## src/rtl/core/shsc_pkg.sv

```systemverilog
// Shared types and constants for the staged heater session controller.
// No dependencies; imported by every module of the block.
package shsc_pkg;

	localparam int HEATER_STAGES = 4;
	localparam int SECONDS_W     = 14;
	localparam int WARMUP_W      = 9;
	localparam int CFG_INDEX_W   = 3;
	localparam int CFG_DATA_W    = 9;

	typedef logic [HEATER_STAGES-1:0] heater_mask_t;

	// Item modes
	localparam logic [1:0] MODE_TICK      = 2'd0;
	localparam logic [1:0] MODE_POWER_ON  = 2'd1;
	localparam logic [1:0] MODE_POWER_OFF = 2'd2;

	// Register indexes
	localparam logic [CFG_INDEX_W-1:0] REG_TARGET_TEMP     = 3'd0;
	localparam logic [CFG_INDEX_W-1:0] REG_SESSION_MINUTES = 3'd1;
	localparam logic [CFG_INDEX_W-1:0] REG_WARMUP_SECONDS  = 3'd2;
	localparam logic [CFG_INDEX_W-1:0] REG_WARMUP_TEMP     = 3'd3;
	localparam logic [CFG_INDEX_W-1:0] REG_ADJUST_INTERVAL = 3'd4;
	localparam logic [CFG_INDEX_W-1:0] REG_BAND_ONE        = 3'd5;
	localparam logic [CFG_INDEX_W-1:0] REG_BAND_TWO        = 3'd6;
	localparam logic [CFG_INDEX_W-1:0] REG_BAND_THREE      = 3'd7;

	// Heater stage patterns
	localparam heater_mask_t MASK_OFF   = 4'b0000;
	localparam heater_mask_t MASK_ONE   = 4'b0001;
	localparam heater_mask_t MASK_TWO   = 4'b0011;
	localparam heater_mask_t MASK_THREE = 4'b0111;
	localparam heater_mask_t MASK_ALL   = 4'b1111;
	localparam heater_mask_t MASK_HALF  = 4'b0101;

	typedef struct packed {
		logic [6:0] target_temp;
		logic [7:0] session_minutes;
		logic [8:0] warmup_seconds;
		logic [6:0] warmup_temp;
		logic [7:0] adjust_interval;
		logic [6:0] band_one;
		logic [6:0] band_two;
		logic [6:0] band_three;
	} cfg_t;

	typedef struct packed {
		logic                 warmed;
		logic                 powered;
		logic                 latched;
		logic [SECONDS_W-1:0] session_remaining;
		logic [SECONDS_W-1:0] session_total;
		logic [WARMUP_W-1:0]  warmup_remaining;
		logic [7:0]           adjust_count;
		heater_mask_t         heater;
	} state_t;

	typedef struct packed {
		logic [1:0]        mode;
		logic signed [7:0] temperature;
	} item_t;

	typedef struct packed {
		heater_mask_t         heater_mask;
		logic                 warming;
		logic                 powered;
		logic [SECONDS_W-1:0] seconds_left;
		logic [WARMUP_W-1:0]  warmup_left;
		logic [SECONDS_W-1:0] elapsed_seconds;
		logic                 shutdown_event;
	} result_t;

	localparam cfg_t CFG_RESET = '{
		target_temp:     7'd60,
		session_minutes: 8'd45,
		warmup_seconds:  9'd30,
		warmup_temp:     7'd40,
		adjust_interval: 8'd10,
		band_one:        7'd1,
		band_two:        7'd4,
		band_three:      7'd7
	};

	localparam state_t STATE_RESET = '{
		warmed:            1'b0,
		powered:           1'b1,
		latched:           1'b0,
		session_remaining: 14'd2700,
		session_total:     14'd2700,
		warmup_remaining:  9'd30,
		adjust_count:      8'd0,
		heater:            MASK_OFF
	};

endpackage

```

## src/rtl/core/shsc_cfg.sv

```systemverilog
// Configuration register file of the staged heater session controller.
// Depends on shsc_pkg.
module shsc_cfg (
	input  logic                             clk,
	input  logic                             arst_n,
	input  logic                             cfg_wen,
	input  logic [shsc_pkg::CFG_INDEX_W-1:0] cfg_index,
	input  logic [shsc_pkg::CFG_DATA_W-1:0]  cfg_data,
	output shsc_pkg::cfg_t                   cfg
);
	import shsc_pkg::*;

	cfg_t cfg_q;

	always_ff @(posedge clk or negedge arst_n) begin
		if (!arst_n) begin
			cfg_q <= CFG_RESET;
		end else if (cfg_wen) begin
			case (cfg_index)
				REG_TARGET_TEMP:     cfg_q.target_temp     <= cfg_data[6:0];
				REG_SESSION_MINUTES: cfg_q.session_minutes <= cfg_data[7:0];
				REG_WARMUP_SECONDS:  cfg_q.warmup_seconds  <= cfg_data[8:0];
				REG_WARMUP_TEMP:     cfg_q.warmup_temp     <= cfg_data[6:0];
				REG_ADJUST_INTERVAL: cfg_q.adjust_interval <= cfg_data[7:0];
				REG_BAND_ONE:        cfg_q.band_one        <= cfg_data[6:0];
				REG_BAND_TWO:        cfg_q.band_two        <= cfg_data[6:0];
				REG_BAND_THREE:      cfg_q.band_three      <= cfg_data[6:0];
				default:             cfg_q <= cfg_q;
			endcase
		end
	end

	assign cfg = cfg_q;

endmodule

```

## src/rtl/core/shsc_step.sv

```systemverilog
// Single-pass step logic: next session state and result for one item.
// Depends on shsc_pkg.
module shsc_step (
	input  shsc_pkg::cfg_t    cfg,
	input  shsc_pkg::state_t  cur,
	input  shsc_pkg::item_t   item,
	output shsc_pkg::state_t  nxt,
	output shsc_pkg::result_t res
);
	import shsc_pkg::*;

	logic signed [8:0]    temp9;
	logic signed [8:0]    tgt9;
	logic signed [8:0]    warm9;
	logic [8:0]           over_v;
	logic [8:0]           under_v;
	logic [8:0]           count_inc;
	logic [7:0]           interval;
	logic [SECONDS_W-1:0] minutes_x60;
	logic                 shut;

	always_comb begin
		temp9       = {item.temperature[7], item.temperature};
		tgt9        = $signed({2'b00, cfg.target_temp});
		warm9       = $signed({2'b00, cfg.warmup_temp});
		over_v      = temp9 - tgt9;
		under_v     = tgt9 - temp9;
		count_inc   = {1'b0, cur.adjust_count} + 9'd1;
		interval    = (cfg.adjust_interval == 8'd0) ? 8'd1 : cfg.adjust_interval;
		// times 60 as times 64 minus times 4
		minutes_x60 = ({6'd0, cfg.session_minutes} << 6) - ({6'd0, cfg.session_minutes} << 2);
		shut        = 1'b0;
		nxt         = cur;

		case (item.mode)
			MODE_POWER_ON: begin
				nxt.session_total     = minutes_x60;
				nxt.session_remaining = minutes_x60;
				nxt.warmup_remaining  = cfg.warmup_seconds;
				nxt.warmed            = 1'b0;
				nxt.powered           = 1'b1;
			end
			MODE_POWER_OFF: begin
				nxt.powered           = 1'b0;
				nxt.session_remaining = '0;
			end
			MODE_TICK: begin
				if (!cur.warmed)
					nxt.warmed = (cur.warmup_remaining == '0) || (temp9 >= warm9);

				if (!nxt.warmed) begin
					if (cur.warmup_remaining != '0)
						nxt.warmup_remaining = cur.warmup_remaining - 9'd1;
				end else if (cur.powered && cur.session_remaining != '0) begin
					nxt.session_remaining = cur.session_remaining - 14'd1;
				end

				if (nxt.session_remaining == '0) begin
					shut        = cur.powered;
					nxt.powered = 1'b0;
				end

				if (count_inc >= {1'b0, interval}) begin
					nxt.adjust_count = '0;
					if (nxt.warmed && !nxt.powered) begin
						nxt.heater = MASK_OFF;
					end else begin
						if (!cur.latched) begin
							nxt.latched = (temp9 >= tgt9);
							nxt.heater  = MASK_ALL;
						end
						if (nxt.latched && temp9 > tgt9) begin
							nxt.heater = (over_v < {2'b00, cfg.band_two}) ? MASK_HALF : MASK_OFF;
						end else if (nxt.latched && temp9 < tgt9) begin
							if (under_v <= {2'b00, cfg.band_one})
								nxt.heater = MASK_ONE;
							else if (under_v <= {2'b00, cfg.band_two})
								nxt.heater = MASK_TWO;
							else if (under_v <= {2'b00, cfg.band_three})
								nxt.heater = MASK_THREE;
							else
								nxt.heater = MASK_ALL;
						end
					end
				end else begin
					nxt.adjust_count = count_inc[7:0];
				end
			end
			default: nxt = cur;
		endcase

		res.heater_mask     = nxt.heater;
		res.warming         = !nxt.warmed;
		res.powered         = nxt.powered;
		res.seconds_left    = nxt.session_remaining;
		res.warmup_left     = nxt.warmup_remaining;
		res.elapsed_seconds = (nxt.session_remaining <= nxt.session_total)
		                      ? (nxt.session_total - nxt.session_remaining) : '0;
		res.shutdown_event  = shut;
	end

endmodule

```

## src/rtl/core/staged_heater_session_controller.sv

```systemverilog
// Top level of the staged heater session controller.
// Depends on shsc_pkg, shsc_cfg and shsc_step.

// Thermostat for a four-stage heater with a timed session. Each transfer on
// the input channel is a one-second tick with the measured temperature, or a
// power-on or power-off command; each one yields exactly one result transfer
// with the heater drive mask and the session status. The block sustains one
// item per clock while the result channel is not stalled: a transfer lands
// in an input register, the step logic reads it together with the session
// state combinationally, writes the state back and loads the result register
// at the same edge, so the next item always sees the updated state. out_valid
// rises once the item has moved from the input register to the result
// register. The input side keeps accepting while a finished result waits at
// the output, until the input register is also full. Write configuration only
// while no item is in flight; registers take effect on the next tick.
module staged_heater_session_controller (
	input  logic                                  clk,
	input  logic                                  arst_n,
	// configuration writes
	input  logic                                  cfg_wen,
	input  logic [shsc_pkg::CFG_INDEX_W-1:0]      cfg_index,
	input  logic [shsc_pkg::CFG_DATA_W-1:0]       cfg_data,
	// input channel
	input  logic                                  in_valid,
	output logic                                  in_ready,
	input  logic [1:0]                            mode,
	input  logic signed [7:0]                     temperature,
	// result channel
	output logic                                  out_valid,
	input  logic                                  out_ready,
	output logic [shsc_pkg::HEATER_STAGES-1:0]    heater_mask,
	output logic                                  warming,
	output logic                                  powered,
	output logic [shsc_pkg::SECONDS_W-1:0]        seconds_left,
	output logic [shsc_pkg::WARMUP_W-1:0]         warmup_left,
	output logic [shsc_pkg::SECONDS_W-1:0]        elapsed_seconds,
	output logic                                  shutdown_event
);
	import shsc_pkg::*;

	cfg_t    cfg;
	state_t  state_q;
	state_t  state_nxt;
	item_t   item_s1;
	logic    valid_s1;
	result_t result_nxt;
	result_t result_s2;
	logic    valid_s2;
	logic    load_s2;
	logic    take_s1;

	shsc_cfg u_cfg (
		.clk       (clk),
		.arst_n    (arst_n),
		.cfg_wen   (cfg_wen),
		.cfg_index (cfg_index),
		.cfg_data  (cfg_data),
		.cfg       (cfg)
	);

	shsc_step u_step (
		.cfg  (cfg),
		.cur  (state_q),
		.item (item_s1),
		.nxt  (state_nxt),
		.res  (result_nxt)
	);

	// Result register loads when empty or drained this cycle; the input
	// register advances whenever its item moves on.
	assign load_s2  = !valid_s2 || out_ready;
	assign take_s1  = valid_s1 && load_s2;
	assign in_ready = !valid_s1 || load_s2;

	always_ff @(posedge clk or negedge arst_n) begin
		if (!arst_n) begin
			valid_s1 <= 1'b0;
			valid_s2 <= 1'b0;
			state_q  <= STATE_RESET;
		end else begin
			if (in_ready)
				valid_s1 <= in_valid;
			if (load_s2)
				valid_s2 <= valid_s1;
			// commit session state as each item leaves the input register
			if (take_s1)
				state_q <= state_nxt;
		end
	end

	// payload registers: hold until the next transfer
	always_ff @(posedge clk) begin
		if (in_valid && in_ready) begin
			item_s1.mode        <= mode;
			item_s1.temperature <= temperature;
		end
		if (take_s1)
			result_s2 <= result_nxt;
	end

	assign out_valid       = valid_s2;
	assign heater_mask     = result_s2.heater_mask;
	assign warming         = result_s2.warming;
	assign powered         = result_s2.powered;
	assign seconds_left    = result_s2.seconds_left;
	assign warmup_left     = result_s2.warmup_left;
	assign elapsed_seconds = result_s2.elapsed_seconds;
	assign shutdown_event  = result_s2.shutdown_event;

`ifndef SYNTHESIS
	// remaining session time never exceeds the loaded total
	a_remaining_within_total: assert property (@(posedge clk) disable iff (!arst_n)
		state_q.session_remaining <= state_q.session_total)
		else $error("session remaining exceeds session total");

	// a shutdown result always reports power off with no time left
	a_shutdown_consistent: assert property (@(posedge clk) disable iff (!arst_n)
		out_valid && shutdown_event |-> !powered && seconds_left == '0)
		else $error("shutdown result inconsistent with power status");

	// once the target is reached, the latch stays set
	a_latch_sticky: assert property (@(posedge clk) disable iff (!arst_n)
		state_q.latched |=> state_q.latched)
		else $error("target latch cleared");

	// a stalled item in the input register is neither lost nor altered
	a_s1_holds: assert property (@(posedge clk) disable iff (!arst_n)
		valid_s1 && !load_s2 |=> valid_s1 && $stable(item_s1) && $stable(state_q))
		else $error("stalled input item or state changed");
`endif

endmodule
```

## config.mk

```make
export PLATFORM = sky130hd
export DESIGN_NAME = staged_heater_session_controller
export DESIGN_NICKNAME = d
export VERILOG_FILES = /design/src/rtl/core/shsc_pkg.sv /design/src/rtl/core/shsc_cfg.sv /design/src/rtl/core/shsc_step.sv /design/src/rtl/core/staged_heater_session_controller.sv
export SDC_FILE = /design/constraint.sdc
export NUM_CORES = 1
export LEC_CHECK = 0
export BUFFER_PORTS_ARGS = -buffer_cell sky130_fd_sc_hd__buf_2
export CAP_MARGIN = 10
export CORE_UTILIZATION = 38
export DETAILED_ROUTE_END_ITERATION = 8
export GPL_ROUTABILITY_DRIVEN = 0
export PLACE_DENSITY = 0.61
export SLEW_MARGIN = 0
export SYNTH_ARGS = -nofsm -noshare
export SYNTH_HDL_FRONTEND = slang
export SYNTH_SLANG_ARGS = --single-unit
```

## constraint.sdc

```tcl
create_clock -name clk -period 6.11 [get_ports clk]
set_input_delay 0.9165 -clock clk [delete_from_list [all_inputs] [get_ports clk]]
set_output_delay 0.9165 -clock clk [all_outputs]
set_load 0.01 [all_outputs]
```

# After elaboration in Yosys (flattened, before gate mapping)
# Cells that the tools add are included.
# word_totals
out_inout_bits	46
word_cells	115
reg_bits	168
# op_classes
magnitude_cmp	10
bitwise_logic	1
n_eq_ne	9
n_mux	30
reduce_logical	31
n_addsub	7
# ops
op	n
14-bit 2-to-1 mux	4
14-bit case mux with 3 select lines	1
4-bit 2-to-1 mux	9
9-bit by 7-bit less-or-equal comparator with 1-bit output	3
2-bit AND reduction	10
9-bit 2-to-1 mux	2
9-bit case mux with 2 select lines	1
8-bit by 8-bit subtractor with 9-bit output	2
8-bit greater-or-equal comparator	2
8-bit 2-to-1 mux	2
14-bit less-or-equal comparator	1
14-bit zero test	1
14-bit nonzero test	1
14-bit by 1-bit subtractor with 14-bit output (second input constant)	1
14-bit by 10-bit subtractor with 14-bit output	1
14-bit subtractor	1
3-bit equality test (second input constant)	4
8-bit by 1-bit adder with 9-bit output (second input constant)	1
9-bit by 8-bit greater-or-equal comparator with 1-bit output	1
9-bit zero test	1
9-bit by 7-bit < comparator with 1-bit output	1
9-bit nonzero test	1
9-bit by 1-bit subtractor with 9-bit output (second input constant)	1
8-bit greater-than comparator	1
other kinds (17)	35

# Logic depth before layout (Yosys ltp)
# logic_depth
depth_word	20
depth_mapped	21
depth_no_buf	19

# Hierarchy
# Synthesis repeated with hierarchy kept, for this count alone.
# hier_totals
cells_unflattened	998
hier_area_um2	10709.0
# modules_own_cells
module	cells_per_inst	instances	seq_area_each_um2	area_each_um2
shsc_step	691	1	0.0	4503.1
staged_heater_session_controller	172	1	2991.6	3872.5
shsc_cfg	135	1	1527.7	2333.5

# Worst setup path after synthesis
# No wires, ideal clock.
# synth_timing
path_kind	reg2reg
startpoint	reg u_cfg.cfg_q, in the netlist u_cfg.cfg[34]
endpoint	reg result_s2, in the netlist elapsed_seconds[10], data pin
stages_incl_launch_ff	22
setup_slack_ps	1292
t_arrival_ps	4552
setup_time_ps	266
synth_period_minus_slack_ps	4818
path_cell_list	dfstp_2 -> inv_1 -> ha_1 -> a211oi_1 -> nor3_1 -> nor3_1 -> a21oi_2 -> buf_2 -> o21ai_1 -> a22o_1 -> ha_1 -> inv_1 -> fa_1 -> a21o_1 -> a21o_1 -> a221oi_1 -> nor2b_1 -> o21a_1 -> o221ai_1 -> a211o_1 -> clkbuf_1 -> nor2_1
# synth_rtl
element	line_no	rtl
from (decl)	shsc_cfg.sv:13	cfg_t cfg_q;
from (signal assigned)	shsc_cfg.sv:28	default: cfg_q <= cfg_q;
to (signal assigned)	staged_heater_session_controller.sv:98	result_s2 <= result_nxt;
to (decl)	staged_heater_session_controller.sv:47	result_t result_s2;

==> qor.txt <==
Count leader, synth - nand2_1
First-pass GRT wire length - 39,600 um
Vias - 7,590
Outcome - finished, violations left
Leading area contributor after synthesis - dfrtp_1
FFs w/ async S/R, synth - 67.9%
Endpoint class of the critical path - flop
Area share of the largest cell type after synthesis - 19.2%
Clock skew - 0.0136 ns
Setup violators final - 0
Min cycle time layout - 5.45 ns
CTS buffer count - 17
CTS tree - built
Die area - 27,400 um2
Setup tns final - 0 ns
Post-synth EDFFs - 54
CP Data Arrival Time - 5.61 ns
Crit-path cells - inv_1, ha_1, a211oi_1, nor3_1, nor3_1, a21oi_2, o21ai_1, a22o_1, ha_1, inv_1, fa_1, a21o_1, a21o_1, a221oi_1, nor2b_1, o21a_1, o221ai_1, a211o_1, nor2b_1
Initial antenna violation count - 0
Wire per inst - 17.2 um
Starting density of the core - 38.8%
Register area share after synthesis - 44.5%
Drt via density - 5.34
Post-Synthesis Cells - 1,011
Clk sink count - 168
Die span in y - 165 um
Core Box Area - 26,100 um2
Worst hold margin - 0.481 ns
Post-CTS setup buffers - 0
Yosys reg bits - 168
Peak VDD IR - 0.179 mV
Violated checks - design-rule violations
Post-synth top flop - dfrtp_1
Vias in the first global route - 7,311
Pleak - 5.04 nW
Pwr Total - 5.12 mW
Fin nets - 1,182
Resize count post-CTS - 0
Register clock-pin slew on the reported worst setup and hold paths - 0.07 ns
Cts hold-fix bufs - 0
Syn_area_per_cell - 10.0 um2
Pre-Repair DR Iteration Count - 7
IO Pins - 73
Initial DRC Count - 550
CP required - 6.27 ns
Clock Latency Late Sink - 0.43 ns
Gr ovfl total - 0
Power Dens Cells - 446 nW/um2
Worst Tran Pin Value - 1.12 ns
RSZ-0062 raised after global routing - false
Rel. slew slack - 25.4%
Number of synthesis warnings - 0
Fill count - 2,506
Hold crit path type - reg2reg
I/O Buffers - 72
Area delta synth->final - 13.1%
Routed Wire Length - 24,400 um
Final Hold Fails - 0
Maximum root-to-sink buffer count - 2
Syn Nets - 1,119
CTS Root Cell - clkbuf_16
Fmax - 183 MHz
Commonest cells post-synth - nand2_1 (111), dfrtp_1 (78), ha_1 (78)
GRT Total Usage - 19.0%
Layout Cells excl Fill - 1,422
Max-cap violations - 0
Row Count - 59
Placed cells - 1,390
Critical Path Max Stage Delay - 0.60 ns
Max FO, Critical Path - 14
Fin crit share - 89.2%
Largest net degree at the start of global routing - 74
Share of cells above drive strength 1 - 20.3%
Post-DRT Antenna Nets - 0
PnR worst setup slack - 0.658 ns
Startpoint types - flop
Mapped Area - 10,200 um2
Post-DP HPWL - 17,800 um
Critical path buffers and inverters - 2
DRC - 12
Die X - 165 um
Pre-CTS WS - 0.692 ns
Netlist cell types - 74
Final Slew Violations - 0
N_diodes - 0
Area contributors post-synth - dfrtp_1 (19%), edfxtp_1 (16%), ha_1 (9.6%), dfstp_2 (9.3%), mux2_2 (6.0%)
Critical path type - reg2reg
H-tree depth - 4
CP max-delay cell - nor3_1
Top delay family on crit path - compound AO/OA/AOI/OAI gates
## per-stage QoR
| stage | util (%) | area (um2) |
|---|---|---|
| 4_1_cts | 43.9 | 11500 |
| 6_report | 43.9 | 11500 |
| 3_5_place_dp | 41.6 | 10900 |
| 5_1_grt | 43.9 | 11500 |
| 2_1_floorplan | - | 10200 |
| 3_3_place_gp | 41.6 | 10900 |
## layout by cell type, fill, tap and decap left out, types with 21 or more instances in the layout
cell / n
inv_1: 71
dfrtp_1: 78
nand2_1: 111
mux2_2: 54
a21oi_1: 24
xor2_1: 21
buf_2: 71
nor2_1: 71
o21ai_0: 63
xnor2_1: 21
edfxtp_1: 54
o21ai_1: 31
nor3_1: 23
dfstp_2: 36
clkbuf_16: 21
ha_1: 78
## report_power, final
group          switching [mW]  leakage, nW  total, mW  internal (mW)
sequential              0.232         1.88       1.80           1.57
clock                   0.461        0.295       1.09          0.633
combinational            1.25         2.87       2.23          0.981
## flip-flops by register name, summed over array words and instances, names as in the netlist
register         cells
u_cfg.cfg           60
out_valid            1
powered              1
state_q             52
item_s1             10
warming              1
heater_mask          4
shutdown_event       1
valid_s1             1
warmup_left          9
seconds_left        14
elapsed_seconds     14
## final cells by class
type | count | area (um2) | share of cell area (%)
Clock buffer | 25 | 551 | 4.80
Clock inverter | 7 | 51.3 | 0.447
Inverter | 72 | 270 | 2.35
Multi-Input combinational cell | 731 | 5210 | 45.4
Sequential cell | 168 | 4520 | 39.4
Tap cell | 335 | 419 | 3.65
Timing Repair Buffer | 84 | 453 | 3.95
## cells by family (layout without fill, tap and decap cells)
kind of cell,count (synthesis),in the layout,share of synthesized area [%]
simple gates,302,302,14.1
compound gates,240,240,16.1
mux,66,66,7.24
flops,168,168,44.5
buf+inv,112,188,4.17
fa+ha+maj,81,81,10.2
xor+xnor,42,42,3.62
## worst reg2reg max path, cell delays in order (launching register included)
cell      delay (ns)
dfstp_2         0.52
inv_1           0.04
ha_1            0.29
a211oi_1        0.24
nor3_1          0.11
nor3_1          0.60
a21oi_2         0.33
o21ai_1         0.29
a22o_1          0.24
ha_1            0.19
inv_1           0.05
fa_1            0.40
a21o_1          0.20
a21o_1          0.22
a221oi_1        0.47
nor2b_1         0.12
o21a_1          0.20
o221ai_1        0.17
a211o_1         0.41
nor2b_1         0.11
## worst paths after layout
path / startpoint / depth (start not counted) / slack (ns) / endpoint
worst min-delay path: state_q[28] / 2 / 0.48 / state_q[28]
worst max-delay path: u_cfg.cfg[34] / 19 / 0.66 / elapsed_seconds[1]
worst max register to register: u_cfg.cfg[34] / 19 / 0.66 / elapsed_seconds[1]
worst min register to register: state_q[28] / 2 / 0.48 / state_q[28]
min in group asynchronous: arst_n / 1 / 0.64 / u_cfg.cfg[15]
max in group asynchronous: arst_n / 2 / 4.30 / state_q[41]
## routing by layer
layer / global-route usage [%] / up-vias / part of all wire [%]
met2: 30.0 / 143 / 46
met4: 4.55 / 0 / 0.67
met3: 2.82 / 15 / 3.7
met1: 27.1 / 3673 / 50
li1: - / 3759 / -
met5: 0 / - / 0
No activity file was read; power rests on OpenSTA's default activity.
